===== config.mk =====
export PLATFORM = sky130hd
export DESIGN_NAME = assembly_token_classifier
export DESIGN_NICKNAME = d
export VERILOG_FILES = /design/src/hdl/atc_pkg.sv /design/src/hdl/atc_scan.sv /design/src/hdl/assembly_token_classifier.sv
export SDC_FILE = /design/constraint.sdc
export NUM_CORES = 1
export LEC_CHECK = 0
export ABC_AREA = 1
export BUFFER_PORTS_ARGS = -buffer_cell sky130_fd_sc_hd__buf_2
export CORE_MARGIN = 2
export CORE_UTILIZATION = 30
export DETAILED_ROUTE_END_ITERATION = 8
export GPL_TIMING_DRIVEN = 0
export PLACE_DENSITY = 0.44
export RECOVER_POWER = 100
export SYNTH_ARGS = -nofsm -noshare
export SYNTH_HDL_FRONTEND = slang
export SYNTH_SLANG_ARGS = --single-unit

===== constraint.sdc =====
create_clock -name aclk -period 8.8 [get_ports aclk]
set_clock_uncertainty 0.1 [all_clocks]
set_input_delay 0.44 -clock aclk [delete_from_list [all_inputs] [get_ports aclk]]
set_output_delay 0.44 -clock aclk [all_outputs]
set_load 0.05 [all_outputs]

===== src/hdl/atc_pkg.sv =====
`timescale 1ns / 1ps
// ----------------------------------------------------------------------------
// atc_pkg
// Shared types, character codes, mnemonic table and parse helpers for the
// assembly token classifier.
// ----------------------------------------------------------------------------
package atc_pkg;

    localparam int MAX_WORD = 32;
    localparam int IDX_W    = $clog2(MAX_WORD);
    localparam int LEN_W    = $clog2(MAX_WORD + 1);
    localparam int NUM_MN   = 27;

    localparam logic [5:0] K_UNKNOWN    = 6'd0;
    localparam logic [5:0] K_REG        = 6'd28;
    localparam logic [5:0] K_LABEL_DEF  = 6'd29;
    localparam logic [5:0] K_LABEL_REF  = 6'd30;
    localparam logic [5:0] K_CONST      = 6'd31;
    localparam logic [5:0] K_ADDR_CONST = 6'd32;
    localparam logic [5:0] K_ADDR_LABEL = 6'd33;
    localparam logic [5:0] K_REG_LOW    = 6'd34;
    localparam logic [5:0] K_REG_HIGH   = 6'd35;
    localparam logic [5:0] K_END        = 6'd36;

    localparam logic [7:0] CH_NUL   = 8'h00;
    localparam logic [7:0] CH_TAB   = 8'h09;
    localparam logic [7:0] CH_LF    = 8'h0A;
    localparam logic [7:0] CH_CR    = 8'h0D;
    localparam logic [7:0] CH_SPACE = 8'h20;
    localparam logic [7:0] CH_PLUS  = 8'h2B;
    localparam logic [7:0] CH_COMMA = 8'h2C;
    localparam logic [7:0] CH_MINUS = 8'h2D;
    localparam logic [7:0] CH_ZERO  = 8'h30;
    localparam logic [7:0] CH_ONE   = 8'h31;
    localparam logic [7:0] CH_FIVE  = 8'h35;
    localparam logic [7:0] CH_NINE  = 8'h39;
    localparam logic [7:0] CH_COLON = 8'h3A;
    localparam logic [7:0] CH_LBR   = 8'h5B;
    localparam logic [7:0] CH_RBR   = 8'h5D;
    localparam logic [7:0] CH_UND   = 8'h5F;
    localparam logic [7:0] CH_R     = 8'h72;
    localparam logic [7:0] CH_X     = 8'h78;

    localparam logic [4:0] DV_NONE = 5'd31;

    // mnemonic text, first character in the top byte, space padded
    localparam logic [31:0] MN_TXT [NUM_MN] = '{
        "nop ", "halt", "mov ", "push", "pop ", "add ", "adc ", "sub ", "sbc ",
        "inc ", "dec ", "neg ", "shl ", "shr ", "and ", "or  ", "xor ", "not ",
        "cmp ", "jmp ", "jr  ", "jz  ", "jnz ", "jc  ", "jnc ", "call", "ret "
    };
    localparam logic [2:0] MN_LEN [NUM_MN] = '{
        3'd3, 3'd4, 3'd3, 3'd4, 3'd3, 3'd3, 3'd3, 3'd3, 3'd3,
        3'd3, 3'd3, 3'd3, 3'd3, 3'd3, 3'd3, 3'd2, 3'd3, 3'd3,
        3'd3, 3'd3, 3'd2, 3'd2, 3'd3, 3'd2, 3'd3, 3'd4, 3'd3
    };

    typedef enum logic [2:0] {
        NP_LEAD, NP_SIGNED, NP_ZERO, NP_XPEND, NP_DIG, NP_FAIL
    } np_state_t;

    typedef enum logic [1:0] {
        NB_OCT, NB_DEC, NB_HEX
    } np_base_t;

    typedef struct packed {
        np_state_t  state;
        np_base_t   base;
        logic [16:0] mag;
        logic        neg;
    } np_t;

    typedef struct packed {
        logic       ok;
        logic [3:0] num;
    } regm_t;

    typedef struct packed {
        logic [5:0]  kind;
        logic [3:0]  regn;
        logic [15:0] value;
        logic        name_off;
        logic [5:0]  name_len;
    } tok_t;

    localparam np_t NP_INIT = '{state: NP_LEAD, base: NB_DEC, mag: 17'd0, neg: 1'b0};

    function automatic logic [7:0] to_lower(input logic [7:0] c);
        return (c >= 8'h41 && c <= 8'h5A) ? c + 8'd32 : c;
    endfunction

    function automatic logic is_first(input logic [7:0] c);
        return (c >= 8'h41 && c <= 8'h5A) || (c >= 8'h61 && c <= 8'h7A) || c == CH_UND;
    endfunction

    function automatic logic is_digit(input logic [7:0] c);
        return c >= CH_ZERO && c <= CH_NINE;
    endfunction

    function automatic logic is_name(input logic [7:0] c);
        return is_first(c) || is_digit(c);
    endfunction

    function automatic logic [4:0] digit_val(input logic [7:0] c);
        logic [7:0] l;
        l = to_lower(c);
        if (is_digit(c)) return 5'(c - CH_ZERO);
        if (l >= 8'h61 && l <= 8'h66) return 5'(l - 8'h57);
        return DV_NONE;
    endfunction

    function automatic logic [4:0] base_lim(input np_base_t b);
        case (b)
            NB_OCT:  return 5'd8;
            NB_HEX:  return 5'd16;
            default: return 5'd10;
        endcase
    endfunction

    function automatic np_t np_step(input np_t s, input logic [7:0] c);
        np_t         r;
        logic [4:0]  dv;
        logic [20:0] acc;
        r   = s;
        dv  = digit_val(c);
        acc = '0;
        case (s.state)
            NP_LEAD, NP_SIGNED: begin
                if (s.state == NP_LEAD && (c == CH_SPACE || (c >= CH_TAB && c <= CH_CR))) begin
                    r.state = NP_LEAD;
                end else if (s.state == NP_LEAD && (c == CH_PLUS || c == CH_MINUS)) begin
                    r.state = NP_SIGNED;
                    r.neg   = (c == CH_MINUS);
                end else if (c == CH_ZERO) begin
                    r.state = NP_ZERO;
                    r.base  = NB_OCT;
                    r.mag   = '0;
                end else if (dv < 5'd10) begin
                    r.state = NP_DIG;
                    r.base  = NB_DEC;
                    r.mag   = 17'(dv);
                end else begin
                    r.state = NP_FAIL;
                end
            end
            NP_ZERO: begin
                if (to_lower(c) == CH_X) begin
                    r.state = NP_XPEND;
                end else if (dv < 5'd8) begin
                    r.state = NP_DIG;
                    r.mag   = 17'(dv);
                end else begin
                    r.state = NP_FAIL;
                end
            end
            NP_XPEND: begin
                if (dv < 5'd16) begin
                    r.state = NP_DIG;
                    r.base  = NB_HEX;
                    r.mag   = 17'(dv);
                end else begin
                    r.state = NP_FAIL;
                end
            end
            NP_DIG: begin
                if (dv < base_lim(s.base)) begin
                    case (s.base)
                        NB_OCT:  acc = {1'b0, s.mag, 3'b0};
                        NB_HEX:  acc = {s.mag, 4'b0};
                        default: acc = {1'b0, s.mag, 3'b0} + {3'b0, s.mag, 1'b0};
                    endcase
                    acc   = acc + 21'(dv);
                    r.mag = (acc > 21'd65535) ? 17'd65536 : acc[16:0];
                end else begin
                    r.state = NP_FAIL;
                end
            end
            default: r.state = NP_FAIL;
        endcase
        return r;
    endfunction

    function automatic regm_t reg_match(input logic [7:0] cr, input logic [7:0] ca,
                                        input logic [7:0] cb, input logic three);
        regm_t r;
        r = '0;
        if (to_lower(cr) == CH_R) begin
            if (!three && is_digit(ca)) begin
                r.ok  = 1'b1;
                r.num = 4'(ca - CH_ZERO);
            end else if (three && ca == CH_ONE && cb >= CH_ZERO && cb <= CH_FIVE) begin
                r.ok  = 1'b1;
                r.num = 4'(cb - CH_ZERO) + 4'd10;
            end
        end
        return r;
    endfunction

endpackage


===== src/hdl/atc_scan.sv =====
`timescale 1ns / 1ps
// ----------------------------------------------------------------------------
// atc_scan
// Classifies one buffered word as its characters stream past, one per cycle;
// the token is valid in the cycle that carries the last character.
// ----------------------------------------------------------------------------
module atc_scan import atc_pkg::*; (
    input  logic             aclk,
    input  logic             ch_valid,
    input  logic             ch_first,
    input  logic [7:0]       ch,
    input  logic [IDX_W-1:0] idx,
    input  logic [LEN_W-1:0] len,
    output tok_t             tok
);

    logic [NUM_MN-1:0] mn_reg;
    logic              nm1_reg;
    logic              nm2_reg;
    np_t               p1_reg;
    np_t               p2_reg;
    logic [7:0]        c_reg [4];

    logic [NUM_MN-1:0] mn_cur, mn_hit, mn_fin;
    logic              nm1_cur, nm2_cur;
    np_t               p1_cur, p2_cur, p1_nxt, p2_nxt;
    logic [7:0]        cc [4];

    always_comb begin
        mn_cur  = ch_first ? '1 : mn_reg;
        nm1_cur = ch_first ? 1'b1 : nm1_reg;
        nm2_cur = ch_first ? 1'b1 : nm2_reg;
        p1_cur  = ch_first ? NP_INIT : p1_reg;
        p2_cur  = ch_first ? NP_INIT : p2_reg;
        p1_nxt  = np_step(p1_cur, ch);
        p2_nxt  = ch_first ? NP_INIT : np_step(p2_reg, ch);
        for (int m = 0; m < NUM_MN; m++) begin
            mn_hit[m] = (idx < IDX_W'(MN_LEN[m])) &&
                        (to_lower(ch) == MN_TXT[m][(3 - int'(idx[1:0])) * 8 +: 8]);
            mn_fin[m] = mn_cur[m] && mn_hit[m] && (len == LEN_W'(MN_LEN[m]));
        end
        for (int k = 0; k < 4; k++) begin
            cc[k] = (idx == IDX_W'(k)) ? ch : c_reg[k];
        end
    end

    always_ff @(posedge aclk) begin
        if (ch_valid) begin
            mn_reg  <= mn_cur & mn_hit;
            nm1_reg <= nm1_cur & is_name(ch);
            nm2_reg <= ch_first ? 1'b1 : (nm2_reg & is_name(ch));
            p1_reg  <= p1_nxt;
            p2_reg  <= p2_nxt;
            if (idx < IDX_W'(4)) begin
                c_reg[idx[1:0]] <= ch;
            end
        end
    end

    logic  len34, len23, brk, num1_ok, num2_ok, mn_any;
    logic [5:0] mn_kind;
    regm_t rg_hi, rg_lo, rg_pl;

    always_comb begin
        mn_any  = |mn_fin;
        mn_kind = K_UNKNOWN;
        for (int m = NUM_MN - 1; m >= 0; m--) begin
            if (mn_fin[m]) mn_kind = 6'(m + 1);
        end
        len34   = (len == LEN_W'(3)) || (len == LEN_W'(4));
        len23   = (len == LEN_W'(2)) || (len == LEN_W'(3));
        rg_hi   = reg_match(cc[1], cc[2], cc[3], len == LEN_W'(4));
        rg_lo   = reg_match(cc[0], cc[1], cc[2], len == LEN_W'(4));
        rg_pl   = reg_match(cc[0], cc[1], cc[2], len == LEN_W'(3));
        brk     = (len >= LEN_W'(2)) && cc[0] == CH_LBR && ch == CH_RBR;
        num1_ok = p1_nxt.state == NP_ZERO || p1_nxt.state == NP_DIG;
        num2_ok = p2_cur.state == NP_ZERO || p2_cur.state == NP_DIG;

        tok = '0;
        if (mn_any) begin
            tok.kind = mn_kind;
        end else if (cc[0] == CH_LBR && len34 && rg_hi.ok) begin
            tok.kind = K_REG_HIGH;
            tok.regn = rg_hi.num;
        end else if (ch == CH_RBR && len34 && rg_lo.ok) begin
            tok.kind = K_REG_LOW;
            tok.regn = rg_lo.num;
        end else if (len23 && rg_pl.ok) begin
            tok.kind = K_REG;
            tok.regn = rg_pl.num;
        end else if (is_first(cc[0]) && nm1_cur && ch == CH_COLON) begin
            tok.kind     = K_LABEL_DEF;
            tok.name_len = 6'(len - LEN_W'(1));
        end else if (is_first(cc[0]) && nm1_cur && is_name(ch)) begin
            tok.kind     = K_LABEL_REF;
            tok.name_len = 6'(len);
        end else if (brk && nm2_cur) begin
            tok.kind     = K_ADDR_LABEL;
            tok.name_off = 1'b1;
            tok.name_len = 6'(len - LEN_W'(2));
        end else if (num1_ok) begin
            if (p1_nxt.mag <= 17'd65535 && !(p1_nxt.neg && p1_nxt.mag != '0)) begin
                tok.kind  = K_CONST;
                tok.value = p1_nxt.mag[15:0];
            end
        end else if (brk && num2_ok) begin
            if (p2_cur.mag <= 17'd65535 && !(p2_cur.neg && p2_cur.mag != '0)) begin
                tok.kind  = K_ADDR_CONST;
                tok.value = p2_cur.mag[15:0];
            end
        end
    end

endmodule


===== src/hdl/assembly_token_classifier.sv =====
`timescale 1ns / 1ps
// ----------------------------------------------------------------------------
// assembly_token_classifier
// Splits an assembly character stream into words and emits one token per word.
// ----------------------------------------------------------------------------
// A character that continues a word is taken while the classifier is idle. A
// delimiter that closes a word holds the input while the word buffer is read
// back through its single registered read port, one character a cycle, while
// the scanner classifies it, and until the token loads into the output
// register once that is free. End of source adds an end item after the last
// word token. Words longer than 32 characters skip the scan and come out unknown.
module assembly_token_classifier import atc_pkg::*; (
    input  logic        aclk,
    input  logic        aresetn,
    input  logic        s_valid,
    output logic        s_ready,
    input  logic [7:0]  s_character,
    input  logic        s_source_done,
    output logic        m_valid,
    input  logic        m_ready,
    output logic [5:0]  m_token_kind,
    output logic [3:0]  m_register_number,
    output logic [15:0] m_value,
    output logic [31:0] m_word_start,
    output logic [5:0]  m_word_length,
    output logic        m_name_offset,
    output logic [5:0]  m_name_length,
    output logic        m_last_of_run
);

    typedef enum logic [1:0] {ST_IDLE, ST_SCAN, ST_EMIT_WORD, ST_EMIT_END} state_t;

    state_t           state_reg;
    logic [LEN_W-1:0] fill_reg;
    logic             ovf_reg;
    logic [31:0]      pos_reg;
    logic [31:0]      start_reg;
    logic [31:0]      tok_start_reg;
    logic [LEN_W-1:0] len_reg;
    logic [IDX_W-1:0] idx_reg;
    logic             end_pend_reg;
    tok_t             res_reg;
    logic             m_valid_reg;

    logic [7:0]       word_buffer_mem [MAX_WORD];
    logic [7:0]       rdata_reg;
    logic [IDX_W-1:0] raddr;

    logic accept, is_delim, slot_free, wr_en, last_ch;
    tok_t scan_tok;

    assign s_ready   = state_reg == ST_IDLE;
    assign accept    = s_valid && s_ready;
    assign is_delim  = s_character == CH_SPACE || s_character == CH_COMMA ||
                       s_character == CH_TAB || s_character == CH_LF || s_character == CH_NUL;
    assign slot_free = !m_valid_reg || m_ready;
    assign wr_en     = accept && !s_source_done && !is_delim && fill_reg < LEN_W'(MAX_WORD);
    assign raddr     = (state_reg == ST_IDLE) ? '0 : idx_reg + IDX_W'(1);
    assign last_ch   = {1'b0, idx_reg} == len_reg - LEN_W'(1);
    assign m_valid   = m_valid_reg;

    always_ff @(posedge aclk) begin
        if (wr_en) begin
            word_buffer_mem[fill_reg[IDX_W-1:0]] <= s_character;
        end
        rdata_reg <= word_buffer_mem[raddr];
    end

    atc_scan u_scan (
        .aclk     (aclk),
        .ch_valid (state_reg == ST_SCAN),
        .ch_first (idx_reg == '0),
        .ch       (rdata_reg),
        .idx      (idx_reg),
        .len      (len_reg),
        .tok      (scan_tok)
    );

    always_ff @(posedge aclk) begin
        if (!aresetn) begin
            state_reg    <= ST_IDLE;
            fill_reg     <= '0;
            ovf_reg      <= 1'b0;
            pos_reg      <= '0;
            start_reg    <= '0;
            end_pend_reg <= 1'b0;
            m_valid_reg  <= 1'b0;
            idx_reg      <= '0;
        end else begin
            if (m_valid_reg && m_ready && state_reg != ST_EMIT_WORD &&
                state_reg != ST_EMIT_END) begin
                m_valid_reg <= 1'b0;
            end
            unique case (state_reg)
                ST_IDLE: begin
                    if (accept) begin
                        if (!s_source_done) begin
                            pos_reg <= pos_reg + 32'd1;
                        end
                        if (s_source_done || is_delim) begin
                            end_pend_reg <= s_source_done;
                            if (fill_reg != '0) begin
                                len_reg       <= fill_reg;
                                tok_start_reg <= start_reg;
                                idx_reg       <= '0;
                                fill_reg      <= '0;
                                ovf_reg       <= 1'b0;
                                res_reg       <= '0;
                                state_reg     <= ovf_reg ? ST_EMIT_WORD : ST_SCAN;
                            end else if (s_source_done) begin
                                state_reg <= ST_EMIT_END;
                            end
                        end else begin
                            if (fill_reg == '0) begin
                                start_reg <= pos_reg;
                            end
                            if (fill_reg < LEN_W'(MAX_WORD)) begin
                                fill_reg <= fill_reg + LEN_W'(1);
                            end else begin
                                ovf_reg <= 1'b1;
                            end
                        end
                    end
                end
                ST_SCAN: begin
                    if (last_ch) begin
                        res_reg   <= scan_tok;
                        state_reg <= ST_EMIT_WORD;
                    end else begin
                        idx_reg <= idx_reg + IDX_W'(1);
                    end
                end
                ST_EMIT_WORD: begin
                    if (slot_free) begin
                        m_valid_reg       <= 1'b1;
                        m_token_kind      <= res_reg.kind;
                        m_register_number <= res_reg.regn;
                        m_value           <= res_reg.value;
                        m_word_start      <= tok_start_reg;
                        m_word_length     <= 6'(len_reg);
                        m_name_offset     <= res_reg.name_off;
                        m_name_length     <= res_reg.name_len;
                        m_last_of_run     <= !end_pend_reg;
                        state_reg         <= end_pend_reg ? ST_EMIT_END : ST_IDLE;
                    end
                end
                ST_EMIT_END: begin
                    if (slot_free) begin
                        m_valid_reg       <= 1'b1;
                        m_token_kind      <= K_END;
                        m_register_number <= '0;
                        m_value           <= '0;
                        m_word_start      <= pos_reg;
                        m_word_length     <= '0;
                        m_name_offset     <= 1'b0;
                        m_name_length     <= '0;
                        m_last_of_run     <= 1'b1;
                        end_pend_reg      <= 1'b0;
                        state_reg         <= ST_IDLE;
                    end
                end
                default: state_reg <= ST_IDLE;
            endcase
        end
    end

endmodule


==> run metrics <==
H-tree Lvls=3; synth top area cells=edfxtp_1 (49%), nand2_1 (6.5%), nor2_1 (5.7%); Yosys reg bits=594; number of I/O pins=87; Sink Count=594; Initial Util=30.1%; Antenna Cells=0; PortBufs=85; CP top delay family=simple AND/OR/NAND/NOR gates; number of global-route vias before repair=24300; DIE HEIGHT=326 um; drt first pass iters=5; Synth-to-Final Area Change=13.9%; Multi-input gate area=0.0119 mm^2; Final min period=8.16 ns; Final GP Congestion=0.880; VDD IR max=0.149 mV; dominant cell by count in the synthesized netlist=nand2_1; violated checks=capacitance limit, slew limit; Synth Instances=3365; total power=9.70 mW; first-pass GRT wire length=149000 um; ys flop type=edfxtp_1; crit path kind=reg -> reg; Finished Layout Cells=4974; slew at the pin closest to its max-slew limit=1.88 ns; CTS root buf=clkbuf_16; Mean Syn Cell Area=9.24 um^2; Post-Syn Nets=3450; CP dominant cell by count=nand2_1; maxcap violations=12; DRT iter0 DRCs=1856; worst setup path startpoint=rdata_reg[0]$_DFF_P_; # setup viols final=0; Crit-path slowest cell=o21ai_0; relative slew slack=-25.1%; Mapped Area=0.0311 mm^2; share of the synthesized area in the top cell type=48.9%; # rows=118; Slew Limit Fails=396; number of fill cells=10700; number of CTS-inserted buffers=72; initial antenna violation count=0; GRT overflow=0; RR Startpoint=rdata_reg[0]$_DFF_P_; Yosys top cell by area=edfxtp_1; clock insertion delay at the later pin of the skew report=0.64 ns; CTS clk-pin slew, worst paths=0.06 ns; largest net degree at the start of global routing=36; number of unique standard cell types used by synthesis=76; Worst R2R Path Depth=38; GRT Resource Usage Total=18.1%; CP bufs+invs=8; Nets=3620; FMAX=0.123 GHz; final WL=97800 um; vias=24700; Worst Path Required=9.13 ns; Pwr Density=274 mW/mm^2; CTS Buffer Depth=3; HP Start=m_ready; CP startpoint kind=flip-flop; Yosys warning count=0; Cells after DPL=4842; WL per Instance=19.7 um; EDFF count, synth=506; CP Data Arrival Time=8.49 ns; Hold/Removal Path Class=in -> reg; Crit path depth=38; post-CTS setup buffers=0; Core Region=0.103 mm^2; final worst-path cycle share=92.7%; Lkg Pwr=13.1 nW; layout cells sized above 1=7.10%; register area share after synthesis=54.6%; Worst setup EP type=flip-flop; CTS resizes=1; crit-path max cell delay=0.65 ns; Final Hold Viols=0; routed vias/inst=4.96; drt drc=0; Hold Path Stages=4; cts-stage hold buffer count=0; async set-reset flop share out of synthesis=0%; status=finished with violations; DIE AREA=0.106 mm^2; commonest cells in the netlist=nand2_1 (537), edfxtp_1 (506), nor2_1 (475), inv_1 (356), o21ai_0 (278); die width=326 um; DP HPWL=71000 um; final design utilization=34.3%; Seq. cell area=0.0170 mm^2; post-route ant nets=0; CTS tree=yes; max FFs per register=256; RSZ-0062 raised after global routing=false; Worst Path Max Fanout=12
==> per-layer routing <==
metal | global-route usage (%) | vias up | wire (um)
li1 | - | 12000 | -
met1 | 24.1 | 11900 | 44300
met2 | 30.5 | 584 | 46700
met3 | 2.19 | 153 | 3660
met4 | 6.06 | 0 | 3060
met5 | 0 | - | 0
==> power breakdown <==
group          leakage (nW)  total (mW)  internal, mW  switching (mW)
logic                  6.64        3.16         0.861            2.30
registers              5.32        3.50          3.32           0.176
clock network          1.17        3.04          1.79            1.25
total                  13.1        9.70          5.98            3.72
==> metrics by stage <==
step | instance area [um^2] | setup TNS, ns | hold slack (ns) | setup slack, ns
finish | 35400 | 0 | 0.0826 | 0.639
global route | 35400 | 0 | 0.0831 | 0.0779
CTS | 35900 | 0 | 0.0205 | 0.193
detailed placement | 33500 | -5.02 | 0.309 | -0.363
global placement | 33200 | -156.88 | 0.305 | -2.15
floorplan | 31100 | 0 | 0.303 | 2.17
==> final timing paths <==
path | slack (ns) | end
worst max register to register | 0.64 | res_reg[29]$_SDFFCE_PN0P_
worst min-delay path | 0.08 | m_valid$_SDFF_PN0_
worst min register to register | 0.31 | tok_start_reg[12]$_DFFE_PP_
worst max-delay path | 0.64 | res_reg[29]$_SDFFCE_PN0P_
==> cell usage in the layout (no fill, tap or decap), drive strengths merged, types with 35 or more instances in the layout <==
master  instances
o211ai         37
nand3         163
xor2           44
nand2         581
inv           374
nor3           73
a21oi         198
clkbuf        288
edfxtp        506
ha             70
o221ai         40
nor2          515
o21ai         293
clkinv         35
dfxtp          88
==> cells by family after synthesis <==
| logic type | after synthesis | share of synthesized area (%) |
|---|---|---|
| and+or+nand+nor | 1409 | 20.2 |
| AOI/OAI and AO/OA | 719 | 14.0 |
| DFF | 594 | 54.6 |
| buffers and inverters | 505 | 6.45 |
| adders and majority gates | 72 | 2.95 |
| xor gates and xnor gates | 66 | 1.86 |
==> worst min-delay path: stages <==
cell and delay [ns]:
buf_2 0.11, nor2_1 0.06, inv_1 0.07, a21oi_1 0.06
==> final cells by class <==
| cell class | count | share of cell area (%) |
|---|---|---|
| plain buffers | 124 | 1.57 |
| flip-flops and latches | 594 | 47.9 |
| well taps | 1380 | 4.88 |
| clock buffers | 96 | 5.55 |
| clock inverters | 37 | 1.27 |
| multi-input cells | 2266 | 33.7 |
| repair buffers | 97 | 1.04 |
| inverters | 380 | 4.05 |
No activity file was read; power rests on OpenSTA's default activity.
